[src/gbn_pkg.sv]
package gbn_pkg;

    // Payload split across the checksum lanes
    localparam int PAYLOAD_BYTES = 20;
    localparam int LANE_BYTES    = 4;
    localparam int NUM_LANES     = PAYLOAD_BYTES / LANE_BYTES;

    // Four signed bytes fit in 10 bits, twenty in 13 bits
    localparam int LANE_SUM_W = 10;
    localparam int BYTE_SUM_W = 13;
    localparam int CHK_W      = 32;

    // Largest retransmit burst
    localparam int BURST_MAX = 8;

    // Request operation codes
    localparam logic [1:0] OP_SEND = 2'd0;
    localparam logic [1:0] OP_ACK  = 2'd1;
    localparam logic [1:0] OP_TICK = 2'd2;

    // Configuration register indexes
    localparam logic CFG_TIMEOUT = 1'b0;
    localparam logic CFG_LIMIT   = 1'b1;

    typedef logic signed [LANE_SUM_W-1:0] lane_sum_t;
    typedef logic [NUM_LANES-1:0][LANE_SUM_W-1:0] lane_sums_t;

    // One buffered packet
    typedef struct packed {
        logic [63:0]      low;
        logic [63:0]      mid;
        logic [31:0]      high;
        logic [CHK_W-1:0] checksum;
    } packet_t;

endpackage

[src/go_back_n_sender_core.sv]
// Channel   Handshake              Fields
// request   start / busy           operation, seq_number, ack_flag, checksum_in, payload_*
// config    cfg_we                 cfg_index, cfg_data
// packet    out_valid (1 cycle)    out_seq, out_checksum, out_payload_*, is_retransmit,
//                                  last_of_burst
//
// A send, ack or tick request holds busy through the merge and execute states, so no new
// request is taken before the last is done; a sent packet appears in the cycle busy drops.
// A timeout burst holds busy through the burst state and the drain of its last packet: the
// packet store has one read port with a registered read and gives one packet a cycle.
// Reset is asynchronous; after it the block is idle at once. The packet store is not
// cleared. The receiver cannot stall: each packet is shown for exactly one cycle.
module go_back_n_sender_core #(
    parameter int WINDOW   = 8,
    parameter int SEQ_BITS = 16
) (
    input  logic                clk,
    input  logic                rst_n,
    input  logic                start,
    output logic                busy,
    input  logic [1:0]          operation,
    input  logic [15:0]         seq_number,
    input  logic [19:0]         ack_flag,
    input  logic signed [31:0]  checksum_in,
    input  logic [63:0]         payload_low,
    input  logic [63:0]         payload_mid,
    input  logic [31:0]         payload_high,
    input  logic                cfg_we,
    input  logic                cfg_index,
    input  logic [15:0]         cfg_data,
    output logic                out_valid,
    output logic [15:0]         out_seq,
    output logic signed [31:0]  out_checksum,
    output logic [63:0]         out_payload_low,
    output logic [63:0]         out_payload_mid,
    output logic [31:0]         out_payload_high,
    output logic                is_retransmit,
    output logic                last_of_burst
);
    import gbn_pkg::*;

    localparam int AW  = $clog2(WINDOW);
    localparam int SW  = ((AW > 4) ? AW : 4) + 1;
    localparam int CAP = (WINDOW < BURST_MAX) ? WINDOW : BURST_MAX;
    localparam logic [3:0]    CAP_L   = 4'(CAP);
    localparam logic [SW-1:0] WIN_S   = SW'(WINDOW);

    typedef enum logic [1:0] {
        S_IDLE,
        S_MERGE,
        S_EXEC,
        S_BURST
    } state_t;

    // Ring slot arithmetic: the sum always stays below twice the depth
    function automatic logic [AW-1:0] slot_add(input logic [AW-1:0] b, input logic [3:0] d);
        logic [SW-1:0] s;
        s = SW'(b) + SW'(d);
        if (s >= WIN_S)
        begin
            s = s - WIN_S;
        end
        return s[AW-1:0];
    endfunction

    // Configuration
    logic [15:0] timeout_reg;
    logic [3:0]  limit_reg;

    // Control state
    state_t               state_reg;
    logic [SEQ_BITS-1:0]  base_reg;
    logic [SEQ_BITS-1:0]  next_reg;
    logic [AW-1:0]        base_slot_reg;
    logic                 timer_run_reg;
    logic [15:0]          timer_cnt_reg;
    logic [3:0]           idx_reg;
    logic [3:0]           burst_n_reg;
    logic                 pend_reg;
    logic [15:0]          pend_seq_reg;
    logic                 pend_last_reg;

    // Captured request
    logic [1:0]       op_reg;
    logic [15:0]      seq_in_reg;
    logic [19:0]      ack_in_reg;
    logic [CHK_W-1:0] chk_in_reg;
    logic [63:0]      pay_low_reg;
    logic [63:0]      pay_mid_reg;
    logic [31:0]      pay_high_reg;
    lane_sums_t       lane_sum_reg;
    logic [CHK_W-1:0] send_chk_reg;
    logic [CHK_W-1:0] ack_chk_reg;

    // Result registers
    logic        out_valid_reg;
    logic [15:0] out_seq_reg;
    logic [31:0] out_chk_reg;
    logic [63:0] out_low_reg;
    logic [63:0] out_mid_reg;
    logic [31:0] out_high_reg;
    logic        out_retx_reg;
    logic        out_last_reg;

    logic                accept;
    logic [159:0]        payload_all;
    lane_sums_t          lane_sums;
    logic [CHK_W-1:0]    send_chk;
    logic [CHK_W-1:0]    ack_chk;
    logic [SEQ_BITS-1:0] outs;
    logic [3:0]          outs_small;
    logic [3:0]          lim_raw;
    logic [3:0]          lim_eff;
    logic                window_full;
    logic [31:0]         seq_ext;
    logic                seq_in_range;
    logic [SEQ_BITS-1:0] seq_m;
    logic [SEQ_BITS-1:0] ack_off;
    logic                ack_ok;
    logic [AW-1:0]       send_slot;
    logic [AW-1:0]       ack_slot;
    logic [15:0]         tick_limit;
    logic [16:0]         cnt_inc;
    logic                expire;
    logic [3:0]          burst_n;
    logic [AW-1:0]       burst_slot;
    logic [SEQ_BITS-1:0] burst_seq;
    logic                burst_last;
    logic                wr_en;
    logic                rd_en;
    packet_t             wr_data;
    packet_t             rd_data;

    assign accept = start && !busy;
    assign busy   = (state_reg != S_IDLE) || pend_reg;

    // Checksum lanes on the incoming payload
    assign payload_all = {payload_high, payload_mid, payload_low};

    for (genvar g = 0; g < NUM_LANES; g++)
    begin : g_lane
        lane_sum_t lane_out;

        gbn_sum_lane u_lane (
            .lane_bytes (payload_all[g*LANE_BYTES*8 +: LANE_BYTES*8]),
            .lane_sum   (lane_out)
        );

        assign lane_sums[g] = lane_out;
    end

    gbn_merge u_merge (
        .lane_sums (lane_sum_reg),
        .send_base (CHK_W'(next_reg)),
        .ack_base  (CHK_W'(seq_in_reg) + CHK_W'(ack_in_reg)),
        .send_chk  (send_chk),
        .ack_chk   (ack_chk)
    );

    // Window bookkeeping
    assign outs        = next_reg - base_reg;
    assign outs_small  = outs[3:0];
    assign lim_raw     = (limit_reg == 4'd0) ? 4'd1 : limit_reg;
    assign lim_eff     = (lim_raw > CAP_L) ? CAP_L : lim_raw;
    assign window_full = outs >= SEQ_BITS'(lim_eff);
    assign send_slot   = slot_add(base_slot_reg, outs_small);

    // Ack validation
    assign seq_ext      = 32'(seq_in_reg);
    assign seq_in_range = (seq_ext >> SEQ_BITS) == 32'd0;
    assign seq_m        = seq_ext[SEQ_BITS-1:0];
    assign ack_off      = seq_m - base_reg;
    assign ack_ok       = seq_in_range && (ack_chk_reg == chk_in_reg) && (ack_off < outs);
    assign ack_slot     = slot_add(base_slot_reg, ack_off[3:0] + 4'd1);

    // Retransmit timer
    assign tick_limit = (timeout_reg == 16'd0) ? 16'd1 : timeout_reg;
    assign cnt_inc    = {1'b0, timer_cnt_reg} + 17'd1;
    assign expire     = cnt_inc >= {1'b0, tick_limit};
    assign burst_n    = (outs > SEQ_BITS'(BURST_MAX)) ? 4'(BURST_MAX) : outs_small;

    // Burst read walk
    assign burst_slot = slot_add(base_slot_reg, idx_reg);
    assign burst_seq  = base_reg + SEQ_BITS'(idx_reg);
    assign burst_last = (idx_reg + 4'd1) == burst_n_reg;

    // Packet store access
    assign wr_en            = (state_reg == S_EXEC) && (op_reg == OP_SEND) && !window_full;
    assign wr_data.low      = pay_low_reg;
    assign wr_data.mid      = pay_mid_reg;
    assign wr_data.high     = pay_high_reg;
    assign wr_data.checksum = send_chk_reg;
    assign rd_en            = state_reg == S_BURST;

    gbn_store #(
        .DEPTH (WINDOW),
        .AW    (AW)
    ) u_store (
        .clk     (clk),
        .wr_en   (wr_en),
        .wr_addr (send_slot),
        .wr_data (wr_data),
        .rd_en   (rd_en),
        .rd_addr (burst_slot),
        .rd_data (rd_data)
    );

    // Configuration writes
    always_ff @(posedge clk or negedge rst_n)
    begin
        if (!rst_n)
        begin
            timeout_reg <= 16'd12;
            limit_reg   <= 4'd8;
        end
        else if (cfg_we)
        begin
            unique case (cfg_index)
                CFG_TIMEOUT: timeout_reg <= cfg_data;
                CFG_LIMIT:   limit_reg   <= cfg_data[3:0];
                default:     limit_reg   <= limit_reg;
            endcase
        end
    end

    // Capture the request and its checksums
    always_ff @(posedge clk)
    begin
        if (accept)
        begin
            op_reg       <= operation;
            seq_in_reg   <= seq_number;
            ack_in_reg   <= ack_flag;
            chk_in_reg   <= checksum_in;
            pay_low_reg  <= payload_low;
            pay_mid_reg  <= payload_mid;
            pay_high_reg <= payload_high;
            lane_sum_reg <= lane_sums;
        end
        if (state_reg == S_MERGE)
        begin
            send_chk_reg <= send_chk;
            ack_chk_reg  <= ack_chk;
        end
    end

    // Sequencer and result registers
    always_ff @(posedge clk or negedge rst_n)
    begin
        if (!rst_n)
        begin
            state_reg     <= S_IDLE;
            base_reg      <= SEQ_BITS'(1);
            next_reg      <= SEQ_BITS'(1);
            base_slot_reg <= '0;
            timer_run_reg <= 1'b0;
            timer_cnt_reg <= '0;
            idx_reg       <= '0;
            burst_n_reg   <= '0;
            pend_reg      <= 1'b0;
            pend_seq_reg  <= '0;
            pend_last_reg <= 1'b0;
            out_valid_reg <= 1'b0;
            out_seq_reg   <= '0;
            out_chk_reg   <= '0;
            out_low_reg   <= '0;
            out_mid_reg   <= '0;
            out_high_reg  <= '0;
            out_retx_reg  <= 1'b0;
            out_last_reg  <= 1'b0;
        end
        else
        begin
            out_valid_reg <= 1'b0;
            pend_reg      <= 1'b0;

            // Drain a packet read during the burst
            if (pend_reg)
            begin
                out_valid_reg <= 1'b1;
                out_seq_reg   <= pend_seq_reg;
                out_chk_reg   <= rd_data.checksum;
                out_low_reg   <= rd_data.low;
                out_mid_reg   <= rd_data.mid;
                out_high_reg  <= rd_data.high;
                out_retx_reg  <= 1'b1;
                out_last_reg  <= pend_last_reg;
            end

            unique case (state_reg)
                S_IDLE:
                begin
                    if (accept)
                    begin
                        state_reg <= S_MERGE;
                    end
                end

                S_MERGE:
                begin
                    state_reg <= S_EXEC;
                end

                S_EXEC:
                begin
                    state_reg <= S_IDLE;
                    unique case (op_reg)
                        OP_SEND:
                        begin
                            // Stamp, buffer and emit; drop when the window is full
                            if (!window_full)
                            begin
                                out_valid_reg <= 1'b1;
                                out_seq_reg   <= 16'(next_reg);
                                out_chk_reg   <= send_chk_reg;
                                out_low_reg   <= pay_low_reg;
                                out_mid_reg   <= pay_mid_reg;
                                out_high_reg  <= pay_high_reg;
                                out_retx_reg  <= 1'b0;
                                out_last_reg  <= 1'b1;
                                if (outs == '0)
                                begin
                                    timer_run_reg <= 1'b1;
                                    timer_cnt_reg <= '0;
                                end
                                next_reg <= next_reg + SEQ_BITS'(1);
                            end
                        end

                        OP_ACK:
                        begin
                            // Advance the base cumulatively
                            if (ack_ok)
                            begin
                                base_reg      <= seq_m + SEQ_BITS'(1);
                                base_slot_reg <= ack_slot;
                                timer_cnt_reg <= '0;
                                timer_run_reg <= (seq_m + SEQ_BITS'(1)) != next_reg;
                            end
                        end

                        OP_TICK:
                        begin
                            if (timer_run_reg)
                            begin
                                if (expire)
                                begin
                                    timer_cnt_reg <= '0;
                                    if (burst_n != 4'd0)
                                    begin
                                        state_reg   <= S_BURST;
                                        idx_reg     <= '0;
                                        burst_n_reg <= burst_n;
                                    end
                                end
                                else
                                begin
                                    timer_cnt_reg <= cnt_inc[15:0];
                                end
                            end
                        end

                        default:
                        begin
                            state_reg <= S_IDLE;
                        end
                    endcase
                end

                S_BURST:
                begin
                    // Read one outstanding packet a cycle, oldest first
                    pend_reg      <= 1'b1;
                    pend_seq_reg  <= 16'(burst_seq);
                    pend_last_reg <= burst_last;
                    idx_reg       <= idx_reg + 4'd1;
                    if (burst_last)
                    begin
                        state_reg <= S_IDLE;
                    end
                end

                default:
                begin
                    state_reg <= S_IDLE;
                end
            endcase
        end
    end

    assign out_valid        = out_valid_reg;
    assign out_seq          = out_seq_reg;
    assign out_checksum     = out_chk_reg;
    assign out_payload_low  = out_low_reg;
    assign out_payload_mid  = out_mid_reg;
    assign out_payload_high = out_high_reg;
    assign is_retransmit    = out_retx_reg;
    assign last_of_burst    = out_last_reg;

endmodule

[src/gbn_sum_lane.sv]
module gbn_sum_lane (
    input  logic [gbn_pkg::LANE_BYTES*8-1:0] lane_bytes,
    output gbn_pkg::lane_sum_t               lane_sum
);
    import gbn_pkg::*;

    lane_sum_t acc;

    // Add the lane's bytes as signed values
    always_comb
    begin
        acc = '0;
        for (int i = 0; i < LANE_BYTES; i++)
        begin
            acc = acc + lane_sum_t'($signed(lane_bytes[i*8 +: 8]));
        end
    end

    assign lane_sum = acc;

endmodule

[src/gbn_merge.sv]
module gbn_merge (
    input  gbn_pkg::lane_sums_t         lane_sums,
    input  logic [gbn_pkg::CHK_W-1:0]   send_base,
    input  logic [gbn_pkg::CHK_W-1:0]   ack_base,
    output logic [gbn_pkg::CHK_W-1:0]   send_chk,
    output logic [gbn_pkg::CHK_W-1:0]   ack_chk
);
    import gbn_pkg::*;

    logic signed [BYTE_SUM_W-1:0] byte_sum;
    logic [CHK_W-1:0]             byte_sum_ext;

    // Combine the lane sums
    always_comb
    begin
        byte_sum = '0;
        for (int i = 0; i < NUM_LANES; i++)
        begin
            byte_sum = byte_sum + BYTE_SUM_W'($signed(lane_sums[i]));
        end
    end

    // Sign-extend and add the header terms
    assign byte_sum_ext = CHK_W'(byte_sum);
    assign send_chk     = send_base + byte_sum_ext;
    assign ack_chk      = ack_base + byte_sum_ext;

endmodule

[src/gbn_store.sv]
module gbn_store #(
    parameter int DEPTH = 8,
    parameter int AW    = $clog2(DEPTH)
) (
    input  logic             clk,
    input  logic             wr_en,
    input  logic [AW-1:0]    wr_addr,
    input  gbn_pkg::packet_t wr_data,
    input  logic             rd_en,
    input  logic [AW-1:0]    rd_addr,
    output gbn_pkg::packet_t rd_data
);
    import gbn_pkg::*;

    packet_t mem [DEPTH];
    packet_t rd_data_reg;

    // Write one packet
    always_ff @(posedge clk)
    begin
        if (wr_en)
        begin
            mem[wr_addr] <= wr_data;
        end
    end

    // Registered read
    always_ff @(posedge clk)
    begin
        if (rd_en)
        begin
            rd_data_reg <= mem[rd_addr];
        end
    end

    assign rd_data = rd_data_reg;

endmodule

[config.mk]
export PLATFORM = sky130hd
export DESIGN_NAME = go_back_n_sender_core
export DESIGN_NICKNAME = d
export VERILOG_FILES = /design/src/gbn_pkg.sv /design/src/go_back_n_sender_core.sv /design/src/gbn_sum_lane.sv /design/src/gbn_merge.sv /design/src/gbn_store.sv
export SDC_FILE = /design/constraint.sdc
export NUM_CORES = 2
export LEC_CHECK = 0
export BUFFER_PORTS_ARGS = -buffer_cell sky130_fd_sc_hd__buf_2
export CAP_MARGIN = 20
export CORE_MARGIN = 10
export CORE_UTILIZATION = 55
export CTS_BUF_LIST = sky130_fd_sc_hd__clkbuf_8
export DETAILED_ROUTE_END_ITERATION = 8
export GPL_TIMING_DRIVEN = 0
export PLACE_DENSITY = 0.85
export SLEW_MARGIN = 20
export SYNTH_ARGS = -nofsm -noshare
export SYNTH_HDL_FRONTEND = slang
export SYNTH_SLANG_ARGS = --single-unit
[constraint.sdc]
create_clock -name clk -period 44.8 [get_ports clk]
set_input_delay 4.48 -clock clk [delete_from_list [all_inputs] [get_ports clk]]
set_output_delay 4.48 -clock clk [all_outputs]
set_load 0.02 [all_outputs]
# --- Yosys cells after proc, flatten, opt, wreduce, memory -nomap -nowiden ---
# Memories as Yosys holds them, arrays and structs flattened. A register that Yosys moved wholly into a read port is not among the register bits.
# Cells that the tools add are included.
classes:
  addsub: 36
  order_cmp: 8
  eq_ne: 18
  mux: 64
  bitwise_logic: 2
  n_reduce_logical: 26
ops:
  columns: ["op", "n"]
  rows:
  - ["$mux 64", 8]
  - ["$mux 32", 8]
  - ["$mux 16", 10]
  - ["$add 10x8->10", 5]
  - ["$add 9x8->10", 5]
  - ["$pmux 16 s3", 1]
  - ["$add 8x8->9", 5]
  - ["$add 16x1->16 const B", 2]
  - ["$eq 32x32->1", 1]
  - ["$logic_not 16->1", 2]
  - ["$sub 16x16->16", 2]
  - ["$mux 4", 7]
  - ["$add 13x10->13", 2]
  - ["$add 22x13->23", 1]
  - ["$add 16x20->21", 1]
  - ["$add 17x13->18", 1]
  - ["$mux 1", 18]
  - ["$add 16x1->17 const B", 1]
  - ["$ge 17x16->1", 1]
  - ["$add 16x4->16", 1]
  - ["$ge 16x4->1", 1]
  - ["$gt 16x4->1 const B", 1]
  - ["$lt 16x16->1", 1]
  - ["$ne 16x16->1", 1]
  - ["30 further kinds", 68]
word_totals:
  register_bits: 655
  ramBits: 1536
  out_inout_bits: 212
  mem_count: 1
mem_list:
  columns: ["name", "words", "word_bits", "read_ports", "rd_ports_with_merged_regs", "write_ports", "line_no", "rtl"]
  rows:
  - ["u_store.mem", 8, 192, 1, 1, 1, "gbn_store.sv:15", "packet_t mem [DEPTH];"]

# --- Logic depth before layout (Yosys ltp) ---
depth:
  word_depth: 9
  mapped_depth: 32

# --- Modules after synthesis ---
# From an unflattened synthesis, not the netlist that was laid out.
unflattened:
  cells_unflattened: 5888
  area_unflattened_um2: 102340.7
by_module_without_submodules:
  columns: ["mod", "instances", "cells_each", "area_each_um2", "seq_area_each_um2"]
  rows:
  - ["gbn_store", 1, 2424, 64403.0, 51889.8]
  - ["go_back_n_sender_core", 1, 2321, 28934.0, 18118.6]
  - ["gbn_merge", 1, 678, 4956.0, 0.0]
  - ["gbn_sum_lane", 5, 93, 809.5, 0.0]

# --- Worst setup path before layout ---
# Ideal clock, no wire load.
synth_path:
  path_type: "flip-flop to flip-flop"
  start: "register next_reg[0]"
  end: "memory u_store.mem[2][0] (netlist name) (enable)"
  setup_ps: 1152
  arrival_ps: 20123
  path_slack_ps: 23525
  path_stages_with_launch: 17
  n_path_buf: 2
  cell_sequence: "dfstp_2 clkbuf_1 inv_1 ha_1 inv_1 fa_1 a21oi_1 o21bai_1 a21oi_2 o21a_4 a2111oi_0 a211oi_1 or3_1 or4_4 or3_1 buf_2 nor4_1"
synth_via:
  elab_chain_cells: 6
synth_lines:
  columns: ["item", "line_no", "rtl"]
  rows:
  - ["start: declaration", "go_back_n_sender_core.sv:73", "logic [SEQ_BITS-1:0] next_reg;"]
  - ["start signal: assignment", "go_back_n_sender_core.sv:326", "next_reg <= next_reg + SEQ_BITS'(1);"]
  - ["$sub 16x16->16 *", "go_back_n_sender_core.sv:161", "assign outs = next_reg - base_reg;"]
  - ["$ge 16x4->1", "go_back_n_sender_core.sv:165", "assign window_full = outs >= SEQ_BITS'(lim_eff);"]
  - ["$logic_not 1->1", null, null]
  - ["$logic_and 1x1->1", "go_back_n_sender_core.sv:188", "assign wr_en = (state_reg == S_EXEC) && (op_reg == OP_SEND) && !window_full;"]
  - ["$mux 1", "gbn_store.sv:21", "if (wr_en)"]
  - ["$mux 1 (not written as such)", "gbn_store.sv:23", "mem[wr_addr] <= wr_data;"]
  - ["end: declaration", "gbn_store.sv:15", null]
# Every way passes the cells marked *; elsewhere a longest branch is shown, timed or not.

# --- Worst setup path after layout ---
layout_path:
  start: "register lane_sum_reg[21] (netlist name)"
  end: "register ack_chk_reg[21] (data pin)"
layout_via:
  elab_chain_cells: 4
layout_lines:
  columns: ["item", "line_no", "rtl"]
  rows:
  - ["start: declaration", "go_back_n_sender_core.sv:91", "lane_sums_t lane_sum_reg;"]
  - ["start signal: assignment", "go_back_n_sender_core.sv:238", "lane_sum_reg <= lane_sums;"]
  - ["$add 11x10->12", "gbn_merge.sv:19", "byte_sum = byte_sum + BYTE_SUM_W'($signed(lane_sums[i]));"]
  - ["$add 13x10->13 (2 in a row)", "gbn_merge.sv:19", null]
  - ["$add 22x13->23", "gbn_merge.sv:26", "assign ack_chk = ack_base + byte_sum_ext;"]
  - ["via ack_chk[21]", "go_back_n_sender_core.sv:109", "logic [CHK_W-1:0] ack_chk;"]
  - ["end signal: assignment", "go_back_n_sender_core.sv:243", "ack_chk_reg <= ack_chk;"]
  - ["end: declaration", "go_back_n_sender_core.sv:93", "logic [CHK_W-1:0] ack_chk_reg;"]
# The timed path passes the listed nets, and every way through them passes these cells.
# A chain may end at the register's enable or synchronous reset.

==> results by group <==
CTS
  – # clock sinks: 2,234
  – CTS Hold Bufs: 0
  – Number of buffers created by CTS: 365
  – Setup bufs post-CTS: 0
  – Post-CTS sizing: 0
  – CTS tree: yes
  – H-tree depth: 5
  – Clk pin slew, worst setup/hold paths: 0.05 ns
  – Clock Tree Root: clkbuf_8
  – Worst skew pair latency: 1.10 ns
  – Clock Path Buffers: 4

Detailed routing
  – Via density: 6.160
  – Iteration-0 DRC Markers: 6,417
  – Residual DRC: 0
  – WL per Instance: 28.81 um
  – Vias: 54,480
  – DRT Wirelength: 254,800 um
  – DR pass1 iterations: 5
  – Antenna-violating nets left: 0

Global route
  – Number of global-route vias before repair: 56,150
  – Grt total ovfl: 0
  – Gr usage total: 27.13%
  – Largest net degree at the start of global routing: 87
  – First-pass GRT wire length: 371,800 um
  – Initial antenna violation count: 35

Floorplan
  – Die extent in x: 431.2 um
  – Initial Util: 55.49%
  – IO Count: 463
  – Die height: 431.2 um
  – Die ar.: 185,900 um2
  – FP Rows: 150
  – Core ar.: 167,600 um2

Logic synthesis
  – Syn_nets: 5,762
  – Synth top area cells: edfxtp_1, mux4_2, dfrtp_1
  – Area fraction of the dominant cell type after synthesis: 62.09%
  – Post-synth cell types: 89
  – Post-synth EDFFs: 1,923
  – Ys flop type: edfxtp_1
  – Register bit total from synthesis: 2,234
  – Synth top cells by count: edfxtp_1, mux4_2, a21oi_1
  – Post-Syn Instances: 5,195
  – Register area share after synthesis: 70.47%
  – Mapped Avg Cell Area: 17.90 um2
  – Area of the mapped netlist: 93,000 um2
  – Async SR Flop Fraction: 13.92%
  – Top cell type by total area after synthesis: edfxtp_1
  – Synth warn: 0
  – Count leader, synth: edfxtp_1

STA
  – Slew @ Worst Pin: 1.227 ns
  – Period utilisation layout: 18.79%
  – Pins over their slew limit: 0
  – Layout Skew: 0.1211 ns
  – Total negative setup slack: 0 ns
  – Slew HR: 18.18%
  – Peak Freq: 118.8 MHz
  – Unrepaired setup endpoints after global routing: false
  – Final hold violations: 0
  – Final setup viols: 0
  – Tmin final: 8.418 ns
  – Worst Hold Margin: 0.4827 ns

Critical path
  – Worst Setup End Kind: flop
  – CP Max Fanout: 24
  – Critical path class: reg -> reg
  – Worst stage delay on the critical path: 0.62 ns
  – Critical Path Slowest Stage Cell: a21boi_0
  – Worst Path Arrival: 9.12 ns
  – CP required: 45.50 ns
  – CP Launch Type: flop

Finish
  – Final Instance Area: 107,900 um2
  – Max reg flops: 1,424
  – Area delta synth->final: 15.99%
  – Share of cells above drive strength 1: 28.25%
  – Final Net Count: 6,899

Run status
  – Status: completed

Placed design
  – Hpwl dp: 182,900 um
  – DP Area: 100,700 um2
  – Routability cong.: 0.9199
  – Port bufs: 462

Job
  – Max-cap violations: 0

Min path
  – Hold Crit Class: reg -> reg
worst paths after layout:
path	startpoint	to	slack (ns)	depth (start not counted)
worst max-delay path	lane_sum_reg[21]	ack_chk_reg[21]	36.38	31
worst min-delay path	pend_seq_reg[7]	pend_seq_reg[7]	0.48	2
worst max register to register	lane_sum_reg[21]	ack_chk_reg[21]	36.38	31
worst min register to register	pend_seq_reg[7]	pend_seq_reg[7]	0.48	2
max in group asynchronous	rst_n	out_payload_low[16]	39.87	4
min in group asynchronous	rst_n	timeout_reg[11]	3.31	1
layout by cell type, fill, tap and decap left out, drive strengths merged, types with 46 or more instances in the layout:
master / n
a21o: 49
a21oi: 314
buf: 804
clkbuf: 585
clkinv: 83
dfrtp: 306
edfxtp: 1923
fa: 118
ha: 198
inv: 304
mux2: 196
mux2i: 202
mux4: 356
nand2: 119
nand3: 46
nor2: 274
o21ai: 94
xnor2: 159
xor2: 76
cell families after synthesis:
logic type / after synthesis / share of synthesized area [%]
simple gates: 665 / 3.393
flops: 2234 / 70.47
compound gates: 619 / 4.036
xor+xnor: 235 / 2.213
fa+ha+maj: 316 / 5.204
mux: 754 / 13.17
buf+inv: 372 / 1.514
cell type report:
cell class | instances | area, um2
Fill cell | 10850 | 59730
Antenna cell | 19 | 47.55
Buffer | 203 | 792.0
Multi-Input combinational cell | 2589 | 26120
Inverter | 169 | 641.9
Sequential cell | 2234 | 65530
Clock buffer | 416 | 5725
Timing Repair Buffer | 770 | 4878
Clock inverter | 239 | 1373
Tap cell | 2204 | 2758
critical path, delay by kind of cell, from the launching register on:
family | cells | cell delay [ns]
AOI/OAI and AO/OA | 13 | 3.15
xor gates and xnor gates | 1 | 0.13
adders and majority gates | 6 | 2.30
buffers and inverters | 4 | 0.74
DFF | 1 | 0.38
muxes | 1 | 0.14
and+or+nand+nor | 6 | 1.20
through the flow:
step           setup WS [ns]  util (%)  cells
2_1_floorplan          23.53         -   5195
3_3_place_gp           4.354     58.51   7861
3_5_place_dp           36.04     60.08   8168
4_1_cts                35.96     64.32   8823
5_1_grt                35.80     64.36   8839
6_report               36.38     64.36   8843
per-layer routing:
layer	track usage (%)	up-vias	share of wire (%)
met5	0	-	0.044
met4	16.50	16	6.9
met3	6.155	784	9.2
met1	33.34	27680	35
met2	44.06	3422	49
li1	-	22580	-
Power is not shown: default switching activity piles up to over one toggle a cycle in this logic, so the estimate is an artifact.
